## src/rtl/core/inta_pkg.sv

```systemverilog
// Package for the integer number-theory ALU: opcodes, status codes, payload types.
// No dependencies.
package inta_pkg;
   localparam int unsigned DW = 32;

   typedef enum logic [2:0] {
      OP_LCM = 3'd0, OP_GCD = 3'd1, OP_FACT = 3'd2, OP_POW = 3'd3,
      OP_ADD = 3'd4, OP_SUB = 3'd5, OP_MUL = 3'd6, OP_DIV = 3'd7
   } op_type;

   typedef enum logic [2:0] {
      ST_OK = 3'd0, ST_DIVZERO = 3'd1, ST_NONPOS = 3'd2, ST_NEGFACT = 3'd3,
      ST_LCMOVF = 3'd4
   } status_type;

   typedef struct packed {
      logic [2:0]     mode;
      logic [DW-1:0]  operand_a;
      logic [DW-1:0]  operand_b;
      logic [DW-1:0]  operand_c;
      logic           three_operands;
   } req_type;

   typedef struct packed {
      logic [DW-1:0] result_value;
      logic [2:0]    status;
   } rsp_type;
endpackage

```

## src/rtl/core/integer_number_theory_alu_unit.sv

```systemverilog
// Top level of the integer number-theory ALU: sequencer, shared multiplier, divider.
// Depends on inta_pkg and inta_divider.
//
//  channel | dir | handshake        | payload
//  req_    | in  | req_valid/ready  | inta_pkg::req_type
//  rsp_    | out | rsp_valid/ready  | inta_pkg::rsp_type
//
// One item at a time. Power: one multiply per cycle; factorial: up to 2*W-2
// multiplies; gcd: one divide per remainder step; lcm adds a divide and one
// multiply. The serial divider serves divide, gcd and lcm. Synchronous reset
// clears control; req_ready is low from acceptance until the result is taken.
module integer_number_theory_alu_unit (
   input  logic              clock,
   input  logic              reset,
   input  logic              req_valid,
   output logic              req_ready,
   input  inta_pkg::req_type req_data,
   output logic              rsp_valid,
   input  logic              rsp_ready,
   output inta_pkg::rsp_type rsp_data
);
   localparam int unsigned W = inta_pkg::DW;

   typedef enum logic [3:0] {
      S_IDLE, S_CHECK, S_ARITH, S_POW, S_FACT, S_GCD_DIV, S_GCD_WAIT,
      S_LCM_DIV, S_LCM_WAIT, S_LCM_MUL, S_DIV_WAIT, S_DIV_FIX, S_NEXT, S_DONE
   } state_type;

   state_type           state_ff;
   inta_pkg::op_type    op_ff;
   logic                three_ff, second_ff;
   logic [W-1:0]        a_ff, b_ff, c_ff, x_ff, y_ff, acc_ff, res_ff, g_ff;
   inta_pkg::status_type st_ff;
   logic                neg_ff;

   logic                div_start;
   logic [W-1:0]        div_n, div_d, div_q, div_r;
   logic                div_done;
   logic [W-1:0]        mul_x, mul_y, mul_p;
   logic [2*W-1:0]      mul_wide;
   logic [W-1:0]        opnd;

   assign mul_wide = {{W{1'b0}}, mul_x} * {{W{1'b0}}, mul_y};
   assign mul_p    = mul_wide[W-1:0];
   assign opnd     = second_ff ? c_ff : b_ff;

   function automatic logic [W-1:0] mag(input logic [W-1:0] v);
      mag = v[W-1] ? (~v + 1'b1) : v;
   endfunction

   function automatic logic ispos(input logic [W-1:0] v);
      ispos = (v != '0) && !v[W-1];
   endfunction

   inta_divider #(.W(W)) u_div (
      .clock(clock), .reset(reset), .start(div_start),
      .dividend(div_n), .divisor(div_d),
      .done(div_done), .quotient(div_q), .remainder(div_r)
   );

   always_comb begin
      div_start = 1'b0;
      div_n = x_ff;
      div_d = y_ff;
      mul_x = acc_ff;
      mul_y = x_ff;
      case (state_ff)
         S_GCD_DIV: div_start = 1'b1;
         S_LCM_DIV: begin
            div_start = 1'b1;
            div_n = acc_ff;
            div_d = g_ff;
         end
         S_LCM_MUL: begin
            mul_x = div_q;
            mul_y = opnd;
         end
         S_ARITH: begin
            mul_x = acc_ff;
            mul_y = opnd;
         end
         S_POW: begin
            mul_x = y_ff[0] ? acc_ff : x_ff;
            mul_y = x_ff;
         end
         S_FACT: begin
            mul_x = acc_ff;
            mul_y = y_ff;
         end
         S_DIV_WAIT: if (x_ff == '0) begin
            // launch on magnitudes, fix the sign afterwards
            div_start = 1'b1;
            div_n = mag(acc_ff);
            div_d = mag(opnd);
         end
         default: ;
      endcase
   end

   always_ff @(posedge clock) begin
      if (reset) begin
         state_ff <= S_IDLE;
      end else begin
         case (state_ff)
            S_IDLE: if (req_valid) begin
               op_ff     <= inta_pkg::op_type'(req_data.mode);
               a_ff      <= W'(req_data.operand_a);
               b_ff      <= W'(req_data.operand_b);
               c_ff      <= W'(req_data.operand_c);
               three_ff  <= req_data.three_operands;
               second_ff <= 1'b0;
               st_ff     <= inta_pkg::ST_OK;
               state_ff  <= S_CHECK;
            end
            S_CHECK: begin
               case (op_ff)
                  inta_pkg::OP_LCM, inta_pkg::OP_GCD: begin
                     acc_ff <= a_ff;
                     if (!ispos(a_ff) || !ispos(b_ff) || (three_ff && !ispos(c_ff))) begin
                        st_ff <= inta_pkg::ST_NONPOS;
                        state_ff <= S_DONE;
                     end else begin
                        x_ff <= a_ff;
                        y_ff <= b_ff;
                        state_ff <= S_GCD_DIV;
                     end
                  end
                  inta_pkg::OP_FACT: begin
                     acc_ff <= W'(1);
                     y_ff   <= W'(2);
                     x_ff   <= a_ff;
                     if (a_ff[W-1]) begin
                        st_ff <= inta_pkg::ST_NEGFACT;
                        state_ff <= S_DONE;
                     end else if (a_ff >= W'(2 * W)) begin
                        res_ff <= '0;
                        state_ff <= S_DONE;
                     end else state_ff <= S_FACT;
                  end
                  inta_pkg::OP_POW: begin
                     acc_ff <= W'(1);
                     x_ff   <= a_ff;
                     y_ff   <= b_ff[W-1] ? '0 : b_ff;
                     state_ff <= S_POW;
                  end
                  inta_pkg::OP_DIV: begin
                     acc_ff <= a_ff;
                     if (b_ff == '0 || (three_ff && c_ff == '0)) begin
                        st_ff <= inta_pkg::ST_DIVZERO;
                        state_ff <= S_DONE;
                     end else begin
                        state_ff <= S_DIV_WAIT;
                        x_ff <= '0;
                     end
                  end
                  default: begin
                     acc_ff <= a_ff;
                     state_ff <= S_ARITH;
                  end
               endcase
            end
            S_ARITH: begin
               case (op_ff)
                  inta_pkg::OP_ADD: acc_ff <= acc_ff + opnd;
                  inta_pkg::OP_SUB: acc_ff <= acc_ff - opnd;
                  default:          acc_ff <= mul_p;
               endcase
               state_ff <= S_NEXT;
            end
            S_POW: begin
               // one multiply per cycle: accumulate when the low bit is set, else square
               if (y_ff == '0) begin
                  res_ff <= acc_ff;
                  state_ff <= S_DONE;
               end else if (y_ff[0]) begin
                  acc_ff <= mul_p;
                  y_ff   <= {y_ff[W-1:1], 1'b0};
               end else begin
                  x_ff <= mul_p;
                  y_ff <= y_ff >> 1;
               end
            end
            S_FACT: begin
               if (y_ff > x_ff) begin
                  res_ff <= acc_ff;
                  state_ff <= S_DONE;
               end else begin
                  acc_ff <= mul_p;
                  y_ff   <= y_ff + 1'b1;
               end
            end
            S_GCD_DIV: state_ff <= S_GCD_WAIT;
            S_GCD_WAIT: if (div_done) begin
               if (div_r == '0) begin
                  g_ff <= y_ff;
                  if (op_ff == inta_pkg::OP_LCM) state_ff <= S_LCM_DIV;
                  else begin
                     acc_ff <= y_ff;
                     state_ff <= S_NEXT;
                  end
               end else begin
                  x_ff <= y_ff;
                  y_ff <= div_r;
                  state_ff <= S_GCD_DIV;
               end
            end
            S_LCM_DIV: state_ff <= S_LCM_WAIT;
            S_LCM_WAIT: if (div_done) state_ff <= S_LCM_MUL;
            S_LCM_MUL: begin
               if (mul_wide[2*W-1:W-1] != '0) begin
                  st_ff <= inta_pkg::ST_LCMOVF;
                  state_ff <= S_DONE;
               end else begin
                  acc_ff <= mul_p;
                  state_ff <= S_NEXT;
               end
            end
            S_DIV_WAIT: begin
               // x_ff flags the divider as launched
               if (x_ff == '0) begin
                  x_ff <= W'(1);
                  neg_ff <= acc_ff[W-1] ^ opnd[W-1];
               end else if (div_done) state_ff <= S_DIV_FIX;
            end
            S_DIV_FIX: begin
               acc_ff <= neg_ff ? (~div_q + 1'b1) : div_q;
               state_ff <= S_NEXT;
            end
            S_NEXT: begin
               if (three_ff && !second_ff) begin
                  second_ff <= 1'b1;
                  x_ff <= (op_ff == inta_pkg::OP_DIV) ? '0 : acc_ff;
                  y_ff <= c_ff;
                  case (op_ff)
                     inta_pkg::OP_LCM, inta_pkg::OP_GCD: state_ff <= S_GCD_DIV;
                     inta_pkg::OP_DIV: state_ff <= S_DIV_WAIT;
                     default: state_ff <= S_ARITH;
                  endcase
               end else begin
                  res_ff <= acc_ff;
                  state_ff <= S_DONE;
               end
            end
            S_DONE: if (rsp_ready) state_ff <= S_IDLE;
            default: state_ff <= S_IDLE;
         endcase
      end
   end

   assign req_ready = (state_ff == S_IDLE);
   assign rsp_valid = (state_ff == S_DONE);
   assign rsp_data.result_value = (st_ff == inta_pkg::ST_OK) ? res_ff : '0;
   assign rsp_data.status = st_ff;

`ifndef ASSERT_OFF
   a_excl: assert property (@(posedge clock) disable iff (reset)
      !(req_ready && rsp_valid)) else $error("ready while result pending");
   a_hold: assert property (@(posedge clock) disable iff (reset)
      rsp_valid && !rsp_ready |=> rsp_valid) else $error("result dropped");
   a_zero: assert property (@(posedge clock) disable iff (reset)
      rsp_valid && rsp_data.status != inta_pkg::ST_OK |-> rsp_data.result_value == '0)
      else $error("nonzero result on error");
`endif
endmodule

```

## src/rtl/core/inta_divider.sv

```systemverilog
// Shared restoring divider for unsigned magnitudes, one quotient bit per cycle.
// Uses no package items.
module inta_divider #(
   parameter int unsigned W = 32
) (
   input  logic         clock,
   input  logic         reset,
   input  logic         start,
   input  logic [W-1:0] dividend,
   input  logic [W-1:0] divisor,
   output logic         done,
   output logic [W-1:0] quotient,
   output logic [W-1:0] remainder
);
   localparam int unsigned CW = $clog2(W + 1);

   logic [W-1:0]  quo_ff, quo_in, rem_ff, rem_in, dvs_ff, dvs_in;
   logic [CW-1:0] cnt_ff, cnt_in;
   logic          busy_ff, busy_in, done_ff, done_in;
   logic [W:0]    trial;

   always_comb begin
      quo_in  = quo_ff;
      rem_in  = rem_ff;
      dvs_in  = dvs_ff;
      cnt_in  = cnt_ff;
      busy_in = busy_ff;
      done_in = 1'b0;
      trial   = {rem_ff, quo_ff[W-1]} - {1'b0, dvs_ff};
      if (start) begin
         quo_in  = dividend;
         rem_in  = '0;
         dvs_in  = divisor;
         cnt_in  = CW'(W);
         busy_in = 1'b1;
      end else if (busy_ff) begin
         // shift one dividend bit in, subtract when it fits
         if (!trial[W]) begin
            rem_in = trial[W-1:0];
            quo_in = {quo_ff[W-2:0], 1'b1};
         end else begin
            rem_in = {rem_ff[W-2:0], quo_ff[W-1]};
            quo_in = {quo_ff[W-2:0], 1'b0};
         end
         cnt_in = cnt_ff - 1'b1;
         if (cnt_ff == CW'(1)) begin
            busy_in = 1'b0;
            done_in = 1'b1;
         end
      end
   end

   always_ff @(posedge clock) begin
      if (reset) begin
         busy_ff <= 1'b0;
         done_ff <= 1'b0;
         cnt_ff  <= '0;
      end else begin
         busy_ff <= busy_in;
         done_ff <= done_in;
         cnt_ff  <= cnt_in;
      end
      quo_ff <= quo_in;
      rem_ff <= rem_in;
      dvs_ff <= dvs_in;
   end

   assign done      = done_ff;
   assign quotient  = quo_ff;
   assign remainder = rem_ff;

`ifndef ASSERT_OFF
   a_done_one: assert property (@(posedge clock) disable iff (reset)
      done_ff |=> !done_ff) else $error("divider done held");
   a_busy_done: assert property (@(posedge clock) disable iff (reset)
      done_ff |-> !busy_ff) else $error("divider busy at done");
   a_no_start_busy: assert property (@(posedge clock) disable iff (reset)
      $fell(busy_ff) |-> done_ff) else $error("divider quit early");
`endif
endmodule
```

## config.mk

```make
export PLATFORM = sky130hd
export DESIGN_NAME = integer_number_theory_alu_unit
export DESIGN_NICKNAME = d
export VERILOG_FILES = /design/src/rtl/core/inta_pkg.sv /design/src/rtl/core/integer_number_theory_alu_unit.sv /design/src/rtl/core/inta_divider.sv
export SDC_FILE = /design/constraint.sdc
export NUM_CORES = 2
export LEC_CHECK = 0
export ABC_AREA = 0
export BUFFER_PORTS_ARGS = -buffer_cell sky130_fd_sc_hd__buf_2
export CAP_MARGIN = 20
export CORE_MARGIN = 5
export CORE_UTILIZATION = 40
export CTS_CLUSTER_SIZE = 30
export DETAILED_ROUTE_END_ITERATION = 10
export GPL_TIMING_DRIVEN = 0
export HOLD_SLACK_MARGIN = 0.06
export SLEW_MARGIN = 20
export SYNTH_ARGS = -nofsm -noshare
export SYNTH_HDL_FRONTEND = slang
export SYNTH_SLANG_ARGS = --single-unit
```

## constraint.sdc

```tcl
create_clock -name clock -period 14.4 [get_ports clock]
set_input_delay 0 -clock clock [delete_from_list [all_inputs] [get_ports clock]]
set_output_delay 0 -clock clock [all_outputs]
set_load 0.1 [all_outputs]
```

==> impl_metrics.py <==
metrics = {
    "status": {
        "outcome": "finished, final reports clean",
    },
    "detailed_routing": {
        "antenna_left": 0,
        "dr.first_iter.drc_count": 6898,
        "wl_per_cell_um": 30.52,
        "first_pass_iters": 8,
        "dr_total_vias": 52130,
        "drc_errors": 0,
        "drt_wl_total_mm": 262.7,
        "via_per_inst": 6.057,
    },
    "clocking": {
        "cts_buffers": 42,
        "clock-root-buffer": "clkbuf_16",
        "cts_tree": "done",
        "htree_levels": 2,
        "clk_pin_slew_ns": 0.07,
        "cts.path.max_buffers": 3,
        "clock_latency_ns": 0.64,
        "cts.sinks": 373,
    },
    "cells_and_area": {
        "stdcell_area_mm2": 0.06475,
        "nets": 8046,
        "syn2layout_area_growth_pct": 12.99,
        "fillers": 13860,
        "layout-drive-gt1-share_pct": 7.765,
    },
    "placed_design": {
        "port_buffers": 139,
        "place_area_mm2": 0.06183,
        "hpwl_mm": 220.0,
        "gp_congestion": 1.036,
        "pre_cts_ws_ns": -1.339,
    },
    "critical_path": {
        "worst-path-max-fanout": 10,
        "cp-startpoint": "state_ff[3]",
        "worst_ep_arrival_time_ns": 14.53,
        "worstSetupEndpointType": "register",
        "regToRegSetupSlack_ns": 0.19,
        "crit_required_ns": 14.73,
        "slowest_delay_ns": 0.80,
        "critical_path.most_common_cell": "fa_1",
        "slowest_stage": "clkdlybuf4s15_1",
        "rr_worst_depth": 38,
        "crit_path_start_kind": "register",
        "path_class": "register to register",
        "r2r_start": "state_ff[3]",
    },
    "timing": {
        "maxSlewViolCount": 0,
        "min_period_ns": 14.21,
        "setup_viol": 0,
        "worst_slack_ns": 0.1932,
        "report.final.hold_viol_count": 0,
        "tightest_slew_ns": 1.266,
        "timing.fmax_mhz": 70.39,
        "fin_crit_sh_pct": 98.66,
        "slew_headroom_pct": 15.57,
        "fin_skew_ns": 0.05207,
        "whs_ns": 0.07732,
        "tns_ns": 0,
    },
    "yosys": {
        "synthCells": 6330,
        "synth.most_common_cell": "fa_1",
        "synth_common_cells": "fa_1, nor2_1, inv_1",
        "synth_nets": 7699,
        "synth_top_area_cell": "fa_1",
        "async_reset_ff_share_pct": 0,
        "synth_top_area_share_pct": 31.37,
        "ys_seq_area_share_pct": 18.78,
        "synth_area_mm2": 0.05731,
        "synth_cell_types": 87,
        "synth_area_leaders": "fa_1, edfxtp_1, ha_1, nor2_1, inv_1",
        "synth_top_flop_cell": "edfxtp_1",
        "avgSynthCellArea_um2": 9.054,
        "synth_edf_count": 329,
        "synth-seq-cells": 373,
        "yosys_warnings": 0,
    },
    "flow_run": {
        "max_cap_viol_count": 0,
    },
    "hold_path": {
        "hold_depth": 2,
        "min-delay-start": "req_data[88]",
        "min_path_type": "primary input to register",
    },
    "die": {
        "io_pins": 141,
        "die_area_mm2": 0.1509,
        "core.rowCount": 138,
        "die_x_um": 388.5,
        "start_util_pct": 40.38,
        "die_h_um": 388.5,
        "fp.coreArea_mm2": 0.1419,
    },
    "global_routing": {
        "grt_max_degree": 37,
        "grt_pass1_wl_mm": 375.6,
        "first_global_vias": 53290,
        "grtUsageTotal_pct": 34.21,
        "antenna_found_initial": 10,
        "grt_overflow": 0,
    },
}
per-layer routing:
| metal | GRT usage [%] | share of wire [%] |
|---|---|---|
| met3 | 9.144 | 11 |
| met5 | 0.2233 | 0.022 |
| met4 | 19.41 | 7.3 |
| met1 | 44.58 | 39 |
| met2 | 51.58 | 43 |
through the flow:
stage / std cells / utilization, %
after floorplan: 6330 / -
after global placement: 8359 / 42.53
after detailed placement: 8437 / 43.56
after CTS: 8605 / 45.40
after global routing: 8600 / 45.61
final: 8607 / 45.62
worst max-delay path, delay by kind of cell (launching register included):
family | cells | cell delay [ns]
adders and majority gates | 9 | 4.37
and+or+nand+nor | 11 | 3.68
buffers and inverters | 11 | 3.50
AOI/OAI and AO/OA | 7 | 1.99
DFF | 1 | 0.32
final timing paths:
check / to
worst min-delay path: a_ff[23]
worst max-delay path: acc_ff[26]
worst max register to register: acc_ff[26]
worst min register to register: g_ff[22]
sequential cells by signal, indices dropped and copies added (netlist names), 3 cells and up:
name,flops
b_ff,32
state_ff,4
u_div.quotient,32
x_ff,32
op_ff,3
acc_ff,32
c_ff,32
a_ff,32
y_ff,32
u_div.dvs_ff,32
res_ff,32
u_div.cnt_ff,6
g_ff,32
st_ff,3
u_div.remainder,32
final cells by class:
cell class	instances	area (µm²)	area share, %
inverter	829	3112	4.806
buffer	378	1563	2.413
antenna	7	17.52	0.02705
timing repair buffer	329	2611	4.033
clock buffer	53	1144	1.766
multi-input combinational	4724	42830	66.15
clock inverter	24	344.1	0.5314
tap	1890	2365	3.652
sequential	373	10760	16.62
cell usage in the layout (no fill, tap or decap), types with 57 or more instances in the layout:
master / count
inv_1: 828
a21o_1: 73
nor2_1: 874
fa_1: 898
o21ai_0: 201
buf_2: 159
and2_1: 76
dlygate4sd3_1: 102
ha_1: 367
nand2_1: 670
a222oi_1: 81
a21oi_1: 250
xor2_1: 80
clkbuf_2: 82
clkbuf_1: 273
nor2b_1: 57
edfxtp_1: 329
nor3_1: 70
a221o_1: 59
xnor2_1: 138
what timing repair did:
| action | in CTS | in global routing |
|---|---|---|
| endpoints found under the hold margin | 123 | 0 |
| setup endpoints to repair | 35 | 29 |
| hold buffers | 102 | 0 |
| setup buffers | 1 | 7 |
| pin swaps | 1 | 3 |
| gates resized for setup | 57 | 160 |
kinds of logic (layout without fill, tap and decap cells):
family | after synthesis | count (layout) | share of synthesized area (%)
muxes | 67 | 67 | 1.175
xor gates and xnor gates | 218 | 218 | 3.332
AOI/OAI and AO/OA | 1101 | 1101 | 13.48
DFF | 373 | 373 | 18.78
other | 0 | 7 | 0
buffers and inverters | 1233 | 1613 | 8.098
adders and majority gates | 1265 | 1265 | 39.38
and+or+nand+nor | 2073 | 2073 | 15.76
Power is left out: the tool's default activity adds up to more than one toggle a clock period on the data nets, which glitch-free logic cannot reach.
